<file path="src/rtl/cbpp_pkg.sv">
// Shared types, constants and helpers for the cubic Bezier ping-pong path block.
// No dependencies; imported by every module of the block.
package cbpp_pkg;

    localparam int COORD_WIDTH    = 16;   // signed Q8.8 coordinate
    localparam int TIME_FRAC_BITS = 12;   // fraction bits of the query time
    localparam int TIME_W         = 32;
    localparam int PT_W           = 3 * COORD_WIDTH;
    localparam int CFG_IDX_W      = 3;

    // t and u live in 0..65536 (Q0.16 with room for 1.0)
    localparam int T_FRAC = 16;
    localparam int T_W    = T_FRAC + 1;

    // t^2, u^2 and the blend weights, all up to 2^32
    localparam int SQ_W = 2 * T_FRAC + 1;

    // shared multiplier: A holds t, u, squares or weights, B holds t, u or a coordinate
    localparam int MA_W   = SQ_W + 1;
    localparam int MB_W   = ((COORD_WIDTH > T_W) ? COORD_WIDTH : T_W) + 1;
    localparam int PROD_W = MA_W + MB_W;

    localparam int ACC_SHIFT = 2 * T_FRAC;   // Q.40 -> Q8.8
    localparam int DIV_CNT_W = 5;

    localparam logic [TIME_W-1:0] TIME_ONE  = TIME_W'(1) << TIME_FRAC_BITS;
    localparam logic [TIME_W-1:0] END_RESET = TIME_W'(4096);
    localparam logic [T_W-1:0]    T_ONE     = T_W'(1) << T_FRAC;

    localparam logic signed [PROD_W-1:0] ACC_RND = PROD_W'(1) <<< (ACC_SHIFT - 1);

    // register indexes of the configuration port
    localparam logic [CFG_IDX_W-1:0] REG_CP0   = CFG_IDX_W'(0);
    localparam logic [CFG_IDX_W-1:0] REG_CP1   = CFG_IDX_W'(1);
    localparam logic [CFG_IDX_W-1:0] REG_CP2   = CFG_IDX_W'(2);
    localparam logic [CFG_IDX_W-1:0] REG_CP3   = CFG_IDX_W'(3);
    localparam logic [CFG_IDX_W-1:0] REG_START = CFG_IDX_W'(4);
    localparam logic [CFG_IDX_W-1:0] REG_END   = CFG_IDX_W'(5);

    localparam logic [1:0] AXIS_X = 2'd0;
    localparam logic [1:0] AXIS_Y = 2'd1;
    localparam logic [1:0] AXIS_Z = 2'd2;

    typedef struct packed {
        logic issue;       // capture a*b into the product register
        logic acc_first;   // acc <= product + rounding bias
        logic acc_next;    // acc <= acc + product
    } cbpp_mac_ctrl_t;

    function automatic logic signed [COORD_WIDTH-1:0] coord_of(
        input logic [PT_W-1:0] p,
        input logic [1:0]      axis
    );
        logic signed [COORD_WIDTH-1:0] c;
        case (axis)
            AXIS_X:  c = p[0 +: COORD_WIDTH];
            AXIS_Y:  c = p[COORD_WIDTH +: COORD_WIDTH];
            AXIS_Z:  c = p[2*COORD_WIDTH +: COORD_WIDTH];
            default: c = '0;
        endcase
        return c;
    endfunction

endpackage

</file>
<file path="src/rtl/cbpp_div.sv">
// Restoring divider for the curve parameter: quot = floor(num * 2^16 / den), num <= den.
// One quotient bit per cycle. Depends on cbpp_pkg.
module cbpp_div (
    input  logic                         clk,
    input  logic                         rst_n,
    input  logic                         start,
    input  logic [cbpp_pkg::TIME_W-1:0]  num,
    input  logic [cbpp_pkg::TIME_W-1:0]  den,
    output logic                         done,
    output logic [cbpp_pkg::T_W-1:0]     quot
);
    import cbpp_pkg::*;

    logic                 busy_reg;
    logic                 done_reg;
    logic [DIV_CNT_W-1:0] cnt_reg;
    logic [TIME_W:0]      rem_reg;
    logic [TIME_W-1:0]    den_reg;
    logic [T_W-1:0]       q_reg;

    logic [TIME_W:0]      trial;
    logic [TIME_W+1:0]    diff;
    logic                 fits;

    // first step tests num >= den (t = 1.0), the rest shift in zeros
    assign trial = (cnt_reg == '0) ? rem_reg : {rem_reg[TIME_W-1:0], 1'b0};
    assign diff  = {1'b0, trial} - {2'b00, den_reg};
    assign fits  = ~diff[TIME_W+1];

    always_ff @(posedge clk or negedge rst_n)
    begin
        if (!rst_n)
        begin
            busy_reg <= 1'b0;
            done_reg <= 1'b0;
            cnt_reg  <= '0;
            rem_reg  <= '0;
            den_reg  <= '0;
            q_reg    <= '0;
        end
        else
        begin
            done_reg <= 1'b0;
            if (start)
            begin
                rem_reg  <= {1'b0, num};
                den_reg  <= den;
                cnt_reg  <= '0;
                busy_reg <= 1'b1;
            end
            else if (busy_reg)
            begin
                rem_reg <= fits ? diff[TIME_W:0] : trial;
                q_reg   <= {q_reg[T_W-2:0], fits};
                cnt_reg <= cnt_reg + DIV_CNT_W'(1);
                if (cnt_reg == DIV_CNT_W'(T_W - 1))
                begin
                    busy_reg <= 1'b0;
                    done_reg <= 1'b1;
                end
            end
        end
    end

    assign done = done_reg;
    assign quot = q_reg;

endmodule

</file>
<file path="src/rtl/cbpp_mac.sv">
// Shared signed multiplier with registered product and a blend accumulator.
// Depends on cbpp_pkg.
module cbpp_mac (
    input  logic                                clk,
    input  logic                                rst_n,
    input  cbpp_pkg::cbpp_mac_ctrl_t            ctrl,
    input  logic signed [cbpp_pkg::MA_W-1:0]    a,
    input  logic signed [cbpp_pkg::MB_W-1:0]    b,
    output logic signed [cbpp_pkg::PROD_W-1:0]  prod,
    output logic signed [cbpp_pkg::PROD_W-1:0]  sum
);
    import cbpp_pkg::*;

    logic signed [PROD_W-1:0] mul_full;
    logic signed [PROD_W-1:0] prod_reg;
    logic signed [PROD_W-1:0] acc_reg;

    assign mul_full = a * b;

    always_ff @(posedge clk or negedge rst_n)
    begin
        if (!rst_n)
        begin
            prod_reg <= '0;
            acc_reg  <= '0;
        end
        else
        begin
            if (ctrl.issue)
                prod_reg <= mul_full;
            if (ctrl.acc_first)
                acc_reg <= prod_reg + ACC_RND;
            else if (ctrl.acc_next)
                acc_reg <= sum;
        end
    end

    assign prod = prod_reg;
    assign sum  = acc_reg + prod_reg;

endmodule

</file>
<file path="src/rtl/cubic_bezier_pingpong_path.sv">
// Top level: cubic Bezier position along a back-and-forth path over a time window.
// Depends on cbpp_pkg, cbpp_div and cbpp_mac.
//
//   channel  | handshake             | payload
//   ---------+-----------------------+------------------------------------
//   cfg      | cfg_valid / cfg_ready | cfg_index, cfg_data
//   in       | in_valid  / in_ready  | current_time (Q20.12)
//   out      | out_valid / out_ready | pos_x, pos_y, pos_z (Q8.8), turned
//
// A time outside the window is classified, loaded into the output register and
// then given as the output beat. A time inside is classified, goes through 17
// divider steps and the taking of the quotient (both skipped for a zero-length
// window), 19 steps of the shared multiplier, the load of the output register
// and the beat. The shared multiplier forms six products for the weights and
// twelve for the blend, one product each cycle with the previous one being consumed.
// in_ready is high only while idle; the output register lets a new beat be
// accepted while the previous result still waits, and the block then stalls
// in its final state until out_ready frees the register.
// Reset loads the pass window from the reset values of start_time/end_time.
// cfg_ready is always high; writes are expected only while the block is idle.
module cubic_bezier_pingpong_path (
    input  logic                                    clk,
    input  logic                                    rst_n,
    input  logic                                    cfg_valid,
    output logic                                    cfg_ready,
    input  logic [cbpp_pkg::CFG_IDX_W-1:0]          cfg_index,
    input  logic [cbpp_pkg::PT_W-1:0]               cfg_data,
    input  logic                                    in_valid,
    output logic                                    in_ready,
    input  logic [cbpp_pkg::TIME_W-1:0]             current_time,
    output logic                                    out_valid,
    input  logic                                    out_ready,
    output logic signed [cbpp_pkg::COORD_WIDTH-1:0] pos_x,
    output logic signed [cbpp_pkg::COORD_WIDTH-1:0] pos_y,
    output logic signed [cbpp_pkg::COORD_WIDTH-1:0] pos_z,
    output logic                                    turned
);
    import cbpp_pkg::*;

    localparam int RS_W = PROD_W - ACC_SHIFT;

    // multiplier schedule; consume of step k happens during step k+1
    localparam logic [4:0] STEP_UU    = 5'd0;
    localparam logic [4:0] STEP_TT    = 5'd1;
    localparam logic [4:0] STEP_TUU   = 5'd2;
    localparam logic [4:0] STEP_TTU   = 5'd3;
    localparam logic [4:0] STEP_UUU   = 5'd4;
    localparam logic [4:0] STEP_TTT   = 5'd5;
    localparam logic [4:0] STEP_BLEND = 5'd6;   // 12 blend products: axis-major
    localparam logic [4:0] STEP_LAST  = 5'd18;  // consume only

    typedef enum logic [2:0] {
        S_IDLE,
        S_CLASS,
        S_DIV,
        S_MUL,
        S_FIN
    } state_t;

    state_t               state_reg;

    // configuration and pass window
    logic [PT_W-1:0]      cp_reg [4];
    logic [TIME_W-1:0]    start_reg;
    logic [TIME_W-1:0]    end_reg;
    logic [TIME_W-1:0]    ps_reg;
    logic [TIME_W-1:0]    pe_reg;
    logic [TIME_W-1:0]    len_reg;
    logic                 rev_reg;

    // working registers
    logic [TIME_W-1:0]    now_reg;
    logic [T_W-1:0]       t_reg;
    logic [SQ_W-1:0]      uu_reg;
    logic [SQ_W-1:0]      tt_reg;
    logic [SQ_W-1:0]      w_reg [4];
    logic [4:0]           step_reg;
    logic signed [COORD_WIDTH-1:0] res_reg [3];
    logic                 res_turn_reg;

    // output register
    logic                 out_valid_reg;
    logic signed [COORD_WIDTH-1:0] pos_reg [3];
    logic                 turned_reg;

    logic [T_W-1:0]       u_val;
    logic [4:0]           cons_op;
    logic [4:0]           bj;
    logic [4:0]           cj;
    logic [1:0]           pt_sel;
    logic signed [COORD_WIDTH-1:0] coord_sel;
    logic [PT_W-1:0]      p_first;
    logic [PT_W-1:0]      p_last;

    logic signed [MA_W-1:0]   mul_a;
    logic signed [MB_W-1:0]   mul_b;
    logic signed [PROD_W-1:0] prod;
    logic signed [PROD_W-1:0] sum;
    logic [PROD_W-1:0]        prod_u;
    logic [PROD_W+1:0]        w1x_sum;
    logic [PROD_W+1:0]        w3x_sum;
    logic [SQ_W-1:0]          w1x_val;
    logic [SQ_W-1:0]          w3x_val;
    logic signed [RS_W-1:0]   rs;
    logic signed [COORD_WIDTH-1:0] sat_val;
    cbpp_mac_ctrl_t           mac_ctrl;

    logic                 below;
    logic                 above;
    logic                 div_start;
    logic                 div_done;
    logic [T_W-1:0]       div_quot;
    logic                 fin_load;

    assign u_val   = T_ONE - t_reg;
    assign cons_op = step_reg - 5'd1;
    assign bj      = step_reg - STEP_BLEND;
    assign cj      = cons_op - STEP_BLEND;

    // reversed pass reads the points back to front
    assign pt_sel    = rev_reg ? ~bj[1:0] : bj[1:0];
    assign coord_sel = coord_of(cp_reg[pt_sel], bj[3:2]);
    assign p_first   = rev_reg ? cp_reg[3] : cp_reg[0];
    assign p_last    = rev_reg ? cp_reg[0] : cp_reg[3];

    assign below     = now_reg < ps_reg;
    assign above     = now_reg > pe_reg;
    assign div_start = (state_reg == S_CLASS) && !below && !above && (len_reg != '0);

    // result moves into the output register once that register is free
    assign fin_load  = (state_reg == S_FIN) && (!out_valid_reg || out_ready);

    // operand select for the shared multiplier
    always_comb
    begin
        mul_a = '0;
        mul_b = '0;
        case (step_reg)
            STEP_UU:
            begin
                mul_a = MA_W'(u_val);
                mul_b = MB_W'(u_val);
            end
            STEP_TT:
            begin
                mul_a = MA_W'(t_reg);
                mul_b = MB_W'(t_reg);
            end
            STEP_TUU:
            begin
                mul_a = MA_W'(uu_reg);
                mul_b = MB_W'(t_reg);
            end
            STEP_TTU:
            begin
                mul_a = MA_W'(tt_reg);
                mul_b = MB_W'(u_val);
            end
            STEP_UUU:
            begin
                mul_a = MA_W'(uu_reg);
                mul_b = MB_W'(u_val);
            end
            STEP_TTT:
            begin
                mul_a = MA_W'(tt_reg);
                mul_b = MB_W'(t_reg);
            end
            default:
            begin
                mul_a = MA_W'(w_reg[bj[1:0]]);
                mul_b = MB_W'(coord_sel);   // sign-extends
            end
        endcase
    end

    always_comb
    begin
        mac_ctrl.issue     = (state_reg == S_MUL) && (step_reg < STEP_LAST);
        mac_ctrl.acc_first = (state_reg == S_MUL) && (step_reg > STEP_BLEND)
                             && (cj[1:0] == 2'd0);
        mac_ctrl.acc_next  = (state_reg == S_MUL) && (step_reg > STEP_BLEND)
                             && (cj[1:0] != 2'd0);
    end

    // weight rounding: (p + 2^15) >> 16 and (3p + 2^15) >> 16
    assign prod_u  = unsigned'(prod);
    assign w1x_sum = (PROD_W+2)'(prod_u) + (PROD_W+2)'(T_ONE >> 1);
    assign w3x_sum = ((PROD_W+2)'(prod_u) << 1) + (PROD_W+2)'(prod_u)
                     + (PROD_W+2)'(T_ONE >> 1);
    assign w1x_val = w1x_sum[T_FRAC +: SQ_W];
    assign w3x_val = w3x_sum[T_FRAC +: SQ_W];

    // final coordinate: bias already in the accumulator, floor shift, saturate
    assign rs = sum[PROD_W-1:ACC_SHIFT];

    always_comb
    begin
        if (!rs[RS_W-1] && (|rs[RS_W-2:COORD_WIDTH-1]))
            sat_val = {1'b0, {(COORD_WIDTH-1){1'b1}}};
        else if (rs[RS_W-1] && !(&rs[RS_W-2:COORD_WIDTH-1]))
            sat_val = {1'b1, {(COORD_WIDTH-1){1'b0}}};
        else
            sat_val = rs[COORD_WIDTH-1:0];
    end

    cbpp_div u_div (
        .clk   (clk),
        .rst_n (rst_n),
        .start (div_start),
        .num   (now_reg - ps_reg),
        .den   (len_reg),
        .done  (div_done),
        .quot  (div_quot)
    );

    cbpp_mac u_mac (
        .clk   (clk),
        .rst_n (rst_n),
        .ctrl  (mac_ctrl),
        .a     (mul_a),
        .b     (mul_b),
        .prod  (prod),
        .sum   (sum)
    );

    always_ff @(posedge clk or negedge rst_n)
    begin
        if (!rst_n)
        begin
            state_reg     <= S_IDLE;
            cp_reg        <= '{default: '0};
            start_reg     <= '0;
            end_reg       <= END_RESET;
            ps_reg        <= '0;
            pe_reg        <= END_RESET;
            len_reg       <= END_RESET;
            rev_reg       <= 1'b0;
            now_reg       <= '0;
            t_reg         <= '0;
            uu_reg        <= '0;
            tt_reg        <= '0;
            w_reg         <= '{default: '0};
            step_reg      <= '0;
            res_reg       <= '{default: '0};
            res_turn_reg  <= 1'b0;
            out_valid_reg <= 1'b0;
            pos_reg       <= '{default: '0};
            turned_reg    <= 1'b0;
        end
        else
        begin
            // configuration; a time write reloads the window in forward order
            if (cfg_valid && cfg_ready)
            begin
                case (cfg_index)
                    REG_CP0, REG_CP1, REG_CP2, REG_CP3:
                        cp_reg[cfg_index[1:0]] <= cfg_data;
                    REG_START:
                    begin
                        start_reg <= cfg_data[TIME_W-1:0];
                        ps_reg    <= cfg_data[TIME_W-1:0];
                        pe_reg    <= end_reg;
                        len_reg   <= end_reg - cfg_data[TIME_W-1:0];
                        rev_reg   <= 1'b0;
                    end
                    REG_END:
                    begin
                        end_reg   <= cfg_data[TIME_W-1:0];
                        ps_reg    <= start_reg;
                        pe_reg    <= cfg_data[TIME_W-1:0];
                        len_reg   <= cfg_data[TIME_W-1:0] - start_reg;
                        rev_reg   <= 1'b0;
                    end
                    default:
                    begin
                    end
                endcase
            end

            if (fin_load)
                out_valid_reg <= 1'b1;
            else if (out_valid_reg && out_ready)
                out_valid_reg <= 1'b0;

            case (state_reg)
                S_IDLE:
                begin
                    if (in_valid)
                    begin
                        now_reg   <= current_time;
                        state_reg <= S_CLASS;
                    end
                end

                S_CLASS:
                begin
                    res_turn_reg <= 1'b0;
                    if (below)
                    begin
                        res_reg[0] <= coord_of(p_first, AXIS_X);
                        res_reg[1] <= coord_of(p_first, AXIS_Y);
                        res_reg[2] <= coord_of(p_first, AXIS_Z);
                        state_reg  <= S_FIN;
                    end
                    else if (above)
                    begin
                        // end of pass: emit last point, flip order, slide window
                        res_reg[0]   <= coord_of(p_last, AXIS_X);
                        res_reg[1]   <= coord_of(p_last, AXIS_Y);
                        res_reg[2]   <= coord_of(p_last, AXIS_Z);
                        res_turn_reg <= 1'b1;
                        rev_reg      <= ~rev_reg;
                        ps_reg       <= pe_reg + TIME_ONE;
                        pe_reg       <= pe_reg + TIME_ONE + len_reg;
                        state_reg    <= S_FIN;
                    end
                    else if (len_reg == '0)
                    begin
                        t_reg     <= T_ONE;
                        step_reg  <= '0;
                        state_reg <= S_MUL;
                    end
                    else
                    begin
                        state_reg <= S_DIV;
                    end
                end

                S_DIV:
                begin
                    if (div_done)
                    begin
                        t_reg     <= div_quot;
                        step_reg  <= '0;
                        state_reg <= S_MUL;
                    end
                end

                S_MUL:
                begin
                    step_reg <= step_reg + 5'd1;
                    if (step_reg != '0)
                    begin
                        case (cons_op)
                            STEP_UU:  uu_reg   <= prod_u[SQ_W-1:0];
                            STEP_TT:  tt_reg   <= prod_u[SQ_W-1:0];
                            STEP_TUU: w_reg[1] <= w3x_val;
                            STEP_TTU: w_reg[2] <= w3x_val;
                            STEP_UUU: w_reg[0] <= w1x_val;
                            STEP_TTT: w_reg[3] <= w1x_val;
                            default:
                            begin
                                if (cj[1:0] == 2'd3)
                                    res_reg[cj[3:2]] <= sat_val;
                            end
                        endcase
                    end
                    if (step_reg == STEP_LAST)
                        state_reg <= S_FIN;
                end

                S_FIN:
                begin
                    if (fin_load)
                    begin
                        pos_reg       <= res_reg;
                        turned_reg    <= res_turn_reg;
                        state_reg     <= S_IDLE;
                    end
                end

                default:
                    state_reg <= S_IDLE;
            endcase
        end
    end

    assign cfg_ready = 1'b1;
    assign in_ready  = (state_reg == S_IDLE);
    assign out_valid = out_valid_reg;
    assign pos_x     = pos_reg[0];
    assign pos_y     = pos_reg[1];
    assign pos_z     = pos_reg[2];
    assign turned    = turned_reg;

endmodule

</file>
<file path="config.mk">
export PLATFORM = sky130hd
export DESIGN_NAME = cubic_bezier_pingpong_path
export DESIGN_NICKNAME = d
export VERILOG_FILES = /design/src/rtl/cbpp_pkg.sv /design/src/rtl/cbpp_div.sv /design/src/rtl/cbpp_mac.sv /design/src/rtl/cubic_bezier_pingpong_path.sv
export SDC_FILE = /design/constraint.sdc
export NUM_CORES = 2
export LEC_CHECK = 0
export BUFFER_PORTS_ARGS = -buffer_cell sky130_fd_sc_hd__buf_2
export CORE_AREA = 4 4 504 506
export DETAILED_ROUTE_END_ITERATION = 6
export DIE_AREA = 0 0 508 510
export GPL_ROUTABILITY_DRIVEN = 0
export GPL_TIMING_DRIVEN = 0
export HOLD_SLACK_MARGIN = 0.02
export PLACE_DENSITY = 0.42
export SYNTH_ARGS = -nofsm -noshare
export SYNTH_HDL_FRONTEND = slang
export SYNTH_SLANG_ARGS = --single-unit
</file>
<file path="constraint.sdc">
create_clock -name clk -period 29.8 [get_ports clk]
set_input_delay 1.49 -clock clk [delete_from_list [all_inputs] [get_ports clk]]
set_output_delay 1.49 -clock clk [all_outputs]
set_load 0.05 [all_outputs]
</file>
# Word-level counts from Yosys, hierarchy flattened
# Cells that the tools add are included.
[op_classes]
bitwise = 8
n_eq_ne = 35
n_reduce_logical = 63
add_sub_neg = 17
mux = 78
n_mul = 1
magnitude_cmp = 10
[op_table]
columns = ["op", "count"]
rows = [
  ["$mux 48", 10],
  ["$mux 32", 8],
  ["$mux 33", 6],
  ["$bwmux 192", 1],
  ["$pmux 32 s2", 3],
  ["$pmux 33 s4", 1],
  ["$mux 52", 2],
  ["$add 49x16->49 const B", 2],
  ["$bmux 48 s2", 1],
  ["$demux 48 s2", 1],
  ["$pmux 48 s2", 1],
  ["$sub 32x32->32", 3],
  ["$mux 17", 4],
  ["$bmux 33 s2", 1],
  ["$add 52x33->52 const B", 1],
  ["$add 52x52->52", 1],
  ["$mul 34x18->52", 1],
  ["$add 49x49->49", 1],
  ["$bwmux 48", 1],
  ["$mux 16", 3],
  ["$pmux 16 s3", 1],
  ["$pmux 18 s2", 1],
  ["$pmux 17 s2", 1],
  ["$sub 33x32->34", 1],
  ["other kinds (53)", 156],
]
[word_totals]
word_cells = 249
input_bits = 88
ff_bits = 900
out_inout_bits = 52

# Logic depth before layout (Yosys ltp)
[logic_depth]
ltp_word = 12
ltp_mapped = 39
depth_no_buf = 34

# Modules after synthesis
# A second synthesis with hierarchy kept.
[unflattened]
cells_unflattened = 8344
hier_area_um2 = 77953.5
[modules_own_cells]
columns = ["mod", "area_per_inst_um2", "instances", "cells_each", "seq_area_each_um2"]
rows = [
  ["cubic_bezier_pingpong_path", 43103.8, 1, 4408, 17695.7],
  ["cbpp_mac", 28557.4, 1, 3220, 2602.5],
  ["cbpp_div", 6292.3, 1, 716, 2227.1],
]

# Least setup slack after synthesis
# OpenSTA, ideal clock, no wires.
[synth_path]
kind = "reg-to-reg"
startpoint = "register step_reg[0]"
endpoint = "register u_mac.prod_reg[51], in the netlist u_mac.prod[51]"
path_slack_ns = 20.386
period_less_slack_ns = 9.414
arrival_time_ns = 9.289
setup_ns = 0.125
required_time_ns = 29.675
n_path_buf = 7
stages_incl_launch_ff = 39
path_cell_list = "dfrtp_1 buf_2 buf_1 clkbuf_1 inv_1 ha_1 nor2b_1 nor2_1 nor2_1 nor2_1 clkbuf_1 buf_1 nand2_1 nand2_1 clkbuf_1 nand2_1 fa_1 inv_1 [... 3 more ...] inv_1 fa_1 fa_1 inv_1 fa_1 inv_1 ha_1 clkbuf_1 and4_1 nand3_1 or2_2 a2111oi_0 or3_1 o211a_1 o21ai_0 o21ai_1 nand4_1 mux2_2"
[synth_between]
elab_chain_cells = 10
word_cells_on_any_way = 30
classes_between = "add/sub (1); mul (1); order compare (1); eq/ne (7); mux (10); bitwise (3); reduce/logical (7)"
[synth_lines]
columns = ["element", "line_no", "rtl"]
rows = [
  ["from (decl)", "cubic_bezier_pingpong_path.sv:77", "logic [4:0] step_reg;"],
  ["from (signal assigned)", "cubic_bezier_pingpong_path.sv:342", "step_reg <= step_reg + 5'd1;"],
  ["$sub 4x3->4", "cubic_bezier_pingpong_path.sv:117", "assign bj = step_reg - STEP_BLEND;"],
  ["$not 2->2", "cubic_bezier_pingpong_path.sv:121", "assign pt_sel = rev_reg ? ~bj[1:0] : bj[1:0];"],
  ["$mux 2", "cubic_bezier_pingpong_path.sv:121", ""],
  ["$not 2->3 (not written as such)", "cubic_bezier_pingpong_path.sv:122", "assign coord_sel = coord_of(cp_reg[pt_sel], bj[3:2]);"],
  ["$bmux 48 s2", "cubic_bezier_pingpong_path.sv:122", ""],
  ["$mux 48 (not written as such) (2 in series)", "cubic_bezier_pingpong_path.sv:122", ""],
  ["$pmux 16 s3", "cbpp_pkg.sv:55", "case (axis)"],
  ["$pmux 18 s2", "cubic_bezier_pingpong_path.sv:138", "case (step_reg)"],
  ["$mul 34x18->52", "cbpp_mac.sv:18", "assign mul_full = a * b;"],
  ["to (signal assigned)", "cbpp_mac.sv:30", "prod_reg <= mul_full;"],
  ["to (decl)", "cbpp_mac.sv:15", "logic signed [PROD_W-1:0] prod_reg;"],
]
# Parallel ways exist; a longest one is shown, timed or not. The select of a mux whose other input is x is not followed.
# A chain may end at the register's enable or synchronous reset.

# Worst setup path after layout
# Same ends and word-level chain as after synthesis.

==> results summary <==
The cell count after placement is 11460. The sequential cells in the finished layout cover a total of 22500 sq um. The combined area of the multi-input logic cells came out at 47300 sq um.

Together, buffers and inverters on the worst path number 13. The path class of the tightest hold or removal check is flip-flop to flip-flop. The final clock skew is 0.0423 ns. Setup repair after global routing left no endpoint under its margin. Summing the sequential cell areas from Yosys gives 30.2% of the chip area. The max-slew violation count came to 0. The clock root buffer master is clkbuf_16. The area growth from synthesis to layout is 11.9%. The placed wire-length estimate is 239000 um. The total nets after synthesis is 9047. The number of H-tree branching levels came out at 3. The final cell count without fillers is 11660. In this run the deepest clock path goes through 3 buffers. The largest net degree at the start of global routing came out at 107.

Once the clock tree was built, the setup fixing pass inserted 0 buffers. The total congestion overflow is 0. Of the post-synthesis cell area, the dominant cell type holds 30.1%. STA classifies the critical path endpoint as a flip-flop. The total via count after detailed routing came out at 60797.

The overall routing resource usage is 22.3%. The number of global-route vias before repair came out at 62464. The number of DRC violations after detailed-routing iteration 0 came out at 4133. The global-route wire length before repair came out at 431000 um. The number of standard cells after synthesis is 7950. The total of warnings raised by yosys is 0. The cell with the most instances after synthesis is nand2_1. The period utilization came out at 46.4%. The fraction of synthesis flops using an asynchronous set or reset pin is 100%. The critical path in this run is classified as flip-flop to flip-flop. The number of nets in the layout is 9313. At the later pin of the worst-skew pair, clock insertion delay measures 0.75 ns. Grouping stages by cell kind, the critical path spends the most delay in buffers and inverters. The number of hold violations in the final report was 0. The post-synthesis cell area is 74600 sq um.

The most area-hungry cell type in the Yosys netlist is dfrtp_1. The via count normalized by instance count came out at 5.21. The row count came out at 184.

The total CTS buffers came out at 102. The run finished with clean final reports. The setup slack of the most critical reg-to-reg path came out at 15.98 ns. The starting density of the core is 29.8%. The wire length per cell after detailed routing came out at 25.0 um. The launching element type of the critical path is a flip-flop. The number of antenna-violating nets in the routed design came out at 0. Along the worst path, the maximum fanout reaches 10. The register with the most flip-flops in the layout has 192 of them.

The data required time of the worst path came out at 30.42 ns. Dividing the synthesized area by the synthesized cell count gives 9.39 sq um. After clock tree synthesis, the clock-pin slew on the worst setup and hold paths is 0.06 ns. Clock tree synthesis found a total of 900 sinks. Adding up every negative setup slack in the final design gives 0 ns. Before antenna repair, the detailed router went through 6 iterations. The critical path arrival came out at 14.44 ns. The initial antenna violation count is 20. The width of the die is 508 um. The synthesized design contains 900 register bits.

The total wire length came out at 292000 um. The share of layout cells above drive strength 1 came out at 11.8%. Measured against its own limit, the worst slew margin works out to 5.26%.

The quantity of gates resized following cts is 0. TritonCTS built the clock tree. The placeable core region came out at 250000 sq um. After filler insertion, the fill cell instance count of the layout stands at 26240. The max-capacitance violation count is 0. Ranked by instance count, the synthesized netlist is headed by nand2_1, dfrtp_1, inv_1, o21ai_0, ha_1.

The top achievable clock speed came out at 0.0724 GHz. By area the synthesized netlist is led by dfrtp_1, fa_1, ha_1. The post-detailed-route DRC marker count is 0.

The cell with the largest stage delay on the worst path is a2111oi_0. The post-route core utilization is 33.4%. The clock period could shrink to 13.82 ns. For this run, the leading register cell type out of synthesis is dfrtp_1. The number of distinct library cells after synthesis is 95.

The number of buffers inserted by hold repair at cts came out at 0. The slew of the pin with the lowest slew margin came out at 1.39 ns. In this run, synthesis inferred 0 flip-flops with an integrated enable. The number of port buffers came out at 136. The die height is 510 um. The largest single stage delay on the critical path is 1.16 ns.

140 I/O pins were placed. The final setup violation count is 0. The die covers 259000 sq um.
## placed cells by master (no fill, tap or decap), types with 25 or more instances in the layout
| cell | count |
|---|---|
| mux2i_1 | 39 |
| nand2b_1 | 64 |
| o31ai_1 | 40 |
| xnor2_1 | 182 |
| and2_1 | 83 |
| a211oi_1 | 52 |
| and3_1 | 46 |
| nand3_1 | 112 |
| a22oi_1 | 70 |
| nor3_1 | 84 |
| ha_1 | 507 |
| o21a_1 | 51 |
| nand2_1 | 1056 |
| buf_1 | 40 |
| dfrtp_1 | 897 |
| a21o_1 | 138 |
| nand4_1 | 55 |
| xor2_1 | 148 |
| o211ai_1 | 83 |
| or3_1 | 25 |
| inv_1 | 865 |
| o21ai_0 | 636 |
| a221o_1 | 73 |
| a31oi_1 | 36 |
| mux4_2 | 80 |
| a21oi_1 | 340 |
| nor2b_1 | 48 |
| mux2_2 | 445 |
| buf_2 | 184 |
| clkbuf_1 | 316 |
| clkbuf_16 | 103 |
| fa_1 | 502 |
| o21bai_1 | 37 |
| nor2_1 | 415 |
## stage by stage
| stage | hold slack (ns) | area, sq um | setup WS (ns) |
|---|---|---|---|
| after floorplan | 0.443 | 74600 | 20.39 |
| after global placement | 0.457 | 79500 | 6.19 |
| after detailed placement | 0.466 | 79900 | 16.11 |
| after CTS | 0.480 | 83500 | 16.09 |
| after global routing | 0.495 | 83500 | 15.42 |
| final | 0.474 | 83500 | 15.98 |
## worst paths after layout
path | cells past startpoint | end | startpoint
min in group asynchronous | 1 | end_reg[2] | rst_n
setup / recovery | 38 | u_mac.prod[51] | step_reg[0]
max in group asynchronous | 5 | u_mac.prod[19] | rst_n
setup reg to reg | 38 | u_mac.prod[51] | step_reg[0]
hold reg to reg | 2 | w_reg[119] | w_reg[119]
hold / removal | 2 | w_reg[119] | w_reg[119]
## final cells by class
| class | instances | area share [%] |
|---|---|---|
| antenna | 14 | 0.0419 |
| buffer | 395 | 1.90 |
| clock buffer | 142 | 3.55 |
| clock inverter | 44 | 0.720 |
| inverter | 868 | 3.90 |
| multi-input combinational | 5787 | 56.6 |
| sequential | 900 | 27.0 |
| tap | 3348 | 5.01 |
| timing repair buffer | 162 | 1.26 |
## worst reg2reg max path: cells and delay by family, from the launching register on
family          cells  cell delay [ns]
compound gates      4             2.00
fa+ha+maj           8             3.56
buf+inv            13             3.97
flops               1             0.38
mux                 1             0.30
simple gates       12             3.50
## logic make-up (layout without fill, tap and decap cells)
| group | Yosys count | in the layout | synth area share, % |
|---|---|---|---|
| simple gates | 2065 | 2065 | 12.2 |
| compound gates | 1818 | 1818 | 15.6 |
| buf+inv | 1263 | 1611 | 6.50 |
| fa+ha+maj | 1009 | 1009 | 22.0 |
| flops | 900 | 900 | 30.2 |
| mux | 564 | 564 | 9.65 |
| xor+xnor | 330 | 330 | 3.87 |
| other cells | 1 | 15 | 0.00503 |
## per-layer routing
metal,track usage (%),up-vias,wire length [um]
li1,-,27828,-
met1,30.8,30948,133000
met2,36.1,1622,133000
met3,2.98,383,14900
met4,7.21,16,10300
met5,0,-,98
Power is not shown: default switching activity piles up to over one toggle a cycle in this logic, so the estimate is an artifact.
